[src/rtl/assert_macros.svh]
// ----------------------------------------------------------------------------
// assert_macros.svh
// shared concurrent assertion macros for the point transform core
// ----------------------------------------------------------------------------
`ifndef ASSERT_MACROS_SVH
`define ASSERT_MACROS_SVH

// checked only while out of reset
`define HPT_ASSERT(lbl, clk, rst_n, prop, msg) \
    lbl: assert property (@(posedge clk) disable iff (!rst_n) (prop)) else $error(msg);

// checked on every edge, reset included
`define HPT_ASSERT_ALWAYS(lbl, clk, prop, msg) \
    lbl: assert property (@(posedge clk) (prop)) else $error(msg);

`endif

[src/rtl/hpt_pkg.sv]
// ----------------------------------------------------------------------------
// hpt_pkg
// types and fixed widths shared by the point transform core
// ----------------------------------------------------------------------------
package hpt_pkg;

    localparam int Q_W        = 32;           // fixed point word
    localparam int PROD_W     = 2 * Q_W;      // one entry times one component
    localparam int PAIR_W     = PROD_W + 1;   // sum of two products
    localparam int SUM_W      = PROD_W + 2;   // exact sum of four products
    localparam int NUM_LANES  = 4;            // one lane per matrix row
    localparam int NUM_COLS   = 4;
    localparam int NUM_STAGES = 5;            // product, pair, total, clip, output
    localparam int CFG_REGS   = 8;
    localparam int CFG_DW     = 64;
    localparam int CFG_LSB    = 3;            // 8-byte register stride
    localparam int CFG_IDX_W  = $clog2(CFG_REGS);
    localparam int CFG_AW     = CFG_IDX_W + CFG_LSB;

    localparam logic signed [Q_W-1:0] Q_MAX = {1'b0, {(Q_W-1){1'b1}}};
    localparam logic signed [Q_W-1:0] Q_MIN = {1'b1, {(Q_W-1){1'b0}}};

    typedef logic signed [Q_W-1:0] q_t;
    typedef q_t [NUM_COLS-1:0] vec_t;

    // load enables of the lane pipeline
    typedef struct packed {
        logic prod;
        logic pair;
        logic total;
        logic clip;
    } stage_en_t;

    typedef struct packed {
        q_t   value;
        logic sat;
    } lane_res_t;

    typedef lane_res_t [NUM_LANES-1:0] lane_res_vec_t;

endpackage

[src/rtl/hpt_merge.sv]
// ----------------------------------------------------------------------------
// hpt_merge
// gathers the four lane results into the output register
// ----------------------------------------------------------------------------
module hpt_merge (
    input  logic                   clk,
    input  logic                   en,
    input  hpt_pkg::lane_res_vec_t lanes,
    output hpt_pkg::q_t            x_out,
    output hpt_pkg::q_t            y_out,
    output hpt_pkg::q_t            z_out,
    output hpt_pkg::q_t            w_out,
    output logic                   saturated
);

    hpt_pkg::vec_t comp_reg;
    logic          sat_reg;
    logic          sat_next;

    always_comb
    begin
        sat_next = 1'b0;
        for (int l = 0; l < hpt_pkg::NUM_LANES; l++)
        begin
            sat_next = sat_next | lanes[l].sat;
        end
    end

    always_ff @(posedge clk)
    begin
        if (en)
        begin
            for (int l = 0; l < hpt_pkg::NUM_LANES; l++)
            begin
                comp_reg[l] <= lanes[l].value;
            end
            sat_reg <= sat_next;
        end
    end

    assign x_out     = comp_reg[0];
    assign y_out     = comp_reg[1];
    assign z_out     = comp_reg[2];
    assign w_out     = comp_reg[3];
    assign saturated = sat_reg;

endmodule

[config.mk]
export PLATFORM = sky130hd
export DESIGN_NAME = hpt_merge
export DESIGN_NICKNAME = d
export VERILOG_FILES = /design/src/rtl/assert_macros.svh /design/src/rtl/hpt_pkg.sv /design/src/rtl/hpt_merge.sv
export SDC_FILE = /design/constraint.sdc
export NUM_CORES = 1
export LEC_CHECK = 0
export BUFFER_PORTS_ARGS = -buffer_cell sky130_fd_sc_hd__buf_2
export CAP_MARGIN = 0
export CELL_PAD_IN_SITES_DETAIL_PLACEMENT = 1
export CELL_PAD_IN_SITES_GLOBAL_PLACEMENT = 2
export CORE_ASPECT_RATIO = 0.9
export CORE_MARGIN = 2
export CORE_UTILIZATION = 27
export CTS_CLUSTER_DIAMETER = 40
export DETAILED_ROUTE_END_ITERATION = 7
export PLACE_DENSITY = 0.78
export SKIP_LAST_GASP = 1
export SLEW_MARGIN = 20
export SYNTH_ARGS = -nofsm -noshare
export SYNTH_HDL_FRONTEND = slang
export SYNTH_SLANG_ARGS = --single-unit
[constraint.sdc]
create_clock -name clk -period 1.3 [get_ports clk]
set_input_delay 0.26 -clock clk [delete_from_list [all_inputs] [get_ports clk]]
set_output_delay 0.26 -clock clk [all_outputs]
set_load 0.02 [all_outputs]
==> results.md <==
* P_leak at 2.59 nW
* FMAX at 812 MHz
* IO Pins at 263
* Largest net degree at the start of global routing at 61
* Worst path top cell family by delay: flip-flops
* Area delta synth->final at 55.3%
* First-pass GRT wire length at 13.6 mm
* XOR/XNOR share of the synthesized area at 0%
* Ant. Diodes at 0
* Critical path cell sequence: buf_2
* Post-synthesis adder-cell area fraction at 0%
* Core Util, Final at 42.9%
* Residual DRC count at 0
* GR Util All Layers at 12.4%
* Fin. Hold Viols at 0
* Reg area at 3870 um2
* Nets at 549
* Total iterations of the first detailed-routing run at 4
* Syn_area_per_cell at 29.9 um2
* CTS buffer count at 17
* Startpoint class of the critical path: flip-flop
* Htree depth at 4
* Root Buffer: clkbuf_16
* Crit Path Max Fanout at 1
* Sink Count at 129
* Max clock buf depth at 2
* Starting Density at 27.6%
* Detailed-route wire length per cell at 15.3 um
* CP max stage delay at 390 ps
* WHS at 25.6 ps
* Worst-margin pin slew at 325 ps
* CP Buf/Inv Count at 1
* Yosys warns at 0
* Compound-Gate Fraction of Synth Area at 0%
* Number of setup buffers added after CTS at 0
* Post-Synth Simple-Gate Area at 0.193%
* Final worst slack at 68.4 ps
* DP Cell Count at 588
* Full die area at 15400 um2
* CP Capture Type: primary output
* Worst-path clk slew at 50 ps
* Crit Path Class: flip-flop to primary output
* Synth Register Bits at 129
* Tmin final at 1230 ps
* Die Y at 118 um
* Pwr Density at 1720 nW/um2
* CP Depth at 1
* # fillers at 1477
* Run status: complete, no violations
* Hold path startpoint: lanes[45]
* CP required at 1040 ps
* Synthesized Nets at 264
* Worst Path Arrival at 970 ps
* Vias in the first global route at 2610
* Hold depth at 1
* Class of the worst hold path: input pin to flip-flop
* Final wirelength at 9.49 mm
* Post-place setup slack at 132 ps
* ANT nets after route at 0
* Max-Cap Viols at 0
* Count of different cell masters after synthesis at 2
* VDD IR max at 914 uV
* CTS tree: done
* Slowest CP cell: edfxtp_1
* Share of layout cells above drive strength 1 at 67.6%
* DP Wirelength at 7.29 mm
* Unrepaired setup endpoints after global routing: no
* Setup TNS at 0 ps
* Mapped Area at 3880 um2
* Slew HR at 78.3%
* Buffers on Ports at 262
* Syn Inst Count at 130
* Site Rows at 41
* Vias post-DR at 2449
* Core area at 14100 um2
* Seq/Total Area, Yosys at 99.8%
* Slew Viols, Final at 0
* RePlAce Congestion at 0.716
* Mux share of post-synthesis cell area at 0%
* Main combinational cell family by area after synthesis: simple AND/OR/NAND/NOR gates
* Crit share post-route at 94.7%
* Layout Cells excl Fill at 619
* Area of the multi-input gates at 7.51 um2
* Die Wd at 130 um
* 1st-iter DRT viols at 65
* Post-CTS sizing at 0
* Initial antenna violation count at 0
* WHS Endpoint: y_out[11]
* Setup violators final at 0
* Via density at 3.96
* Grt ovf at 0
logic make-up (layout without fill, tap and decap cells):
kind of cell  after synthesis  after routing
flops                     129            129
simple gates                1              1
buf+inv                     0            296
flip-flops by register name, summed over array words and instances (netlist names):
name       cells
x_out         32
w_out         32
z_out         32
y_out         32
saturated      1
cells in the mapped netlist:
library cell	n	share of area, %
edfxtp_1	129	100
or4_1	1	0.19
stage by stage:
| stage | area (um2) | power (mW) |
|---|---|---|
| after floorplan | 3880 | 5.55 |
| after global placement | 5480 | 6.13 |
| after detailed placement | 5480 | 6.16 |
| after CTS | 6030 | 10.5 |
| after global routing | 6030 | 10.7 |
| final | 6030 | 10.3 |
timing repair:
action	CTS	global route
endpoints found under the hold margin	1	0
endpoints found under the setup margin	0	0
hold buffers	1	0
where the power goes:
group	switching [mW]	total (mW)	internal, mW
clock network	1.54	4.29	2.75
logic	0.673	1.04	0.363
registers	0.0762	5.03	4.95
total	2.29	10.3	8.06
cell usage in the layout (no fill, tap or decap):
cell / synthesis / final
dlygate4sd3_1: 0 / 1
edfxtp_1: 129 / 129
clkinv_1: 0 / 4
buf_4: 0 / 2
or4_1: 1 / 1
clkbuf_1: 0 / 3
buf_2: 0 / 261
buf_12: 0 / 2
bufinv_16: 0 / 2
clkbuf_16: 0 / 17
clkinv_2: 0 / 4
metal layers:
metal  up-vias  GRT usage [%]  part of all wire [%]
met5         -              0                     0
met1      1155           11.5                    33
met2       172           20.6                    50
met3        17           7.36                    15
li1       1105              -                     -
met4         0           7.25                   2.3
cell type report:
| class | instances | area share [%] |
|---|---|---|
| Clock inverter | 10 | 1.58 |
| Sequential cell | 129 | 64.3 |
| Clock buffer | 20 | 7.25 |
| Timing Repair Buffer | 266 | 22.8 |
| Tap cell | 193 | 4.01 |
| Multi-Input combinational cell | 1 | 0.125 |
worst max path at each step:
stage	startpoint	to
finish	y_out[2]	y_out[2]
global route	y_out[2]	y_out[2]
CTS	y_out[2]	y_out[2]
detailed placement	lanes[99]	saturated
global placement	lanes[99]	saturated
floorplan	lanes[99]	saturated
No activity file was read; power rests on OpenSTA's default activity.
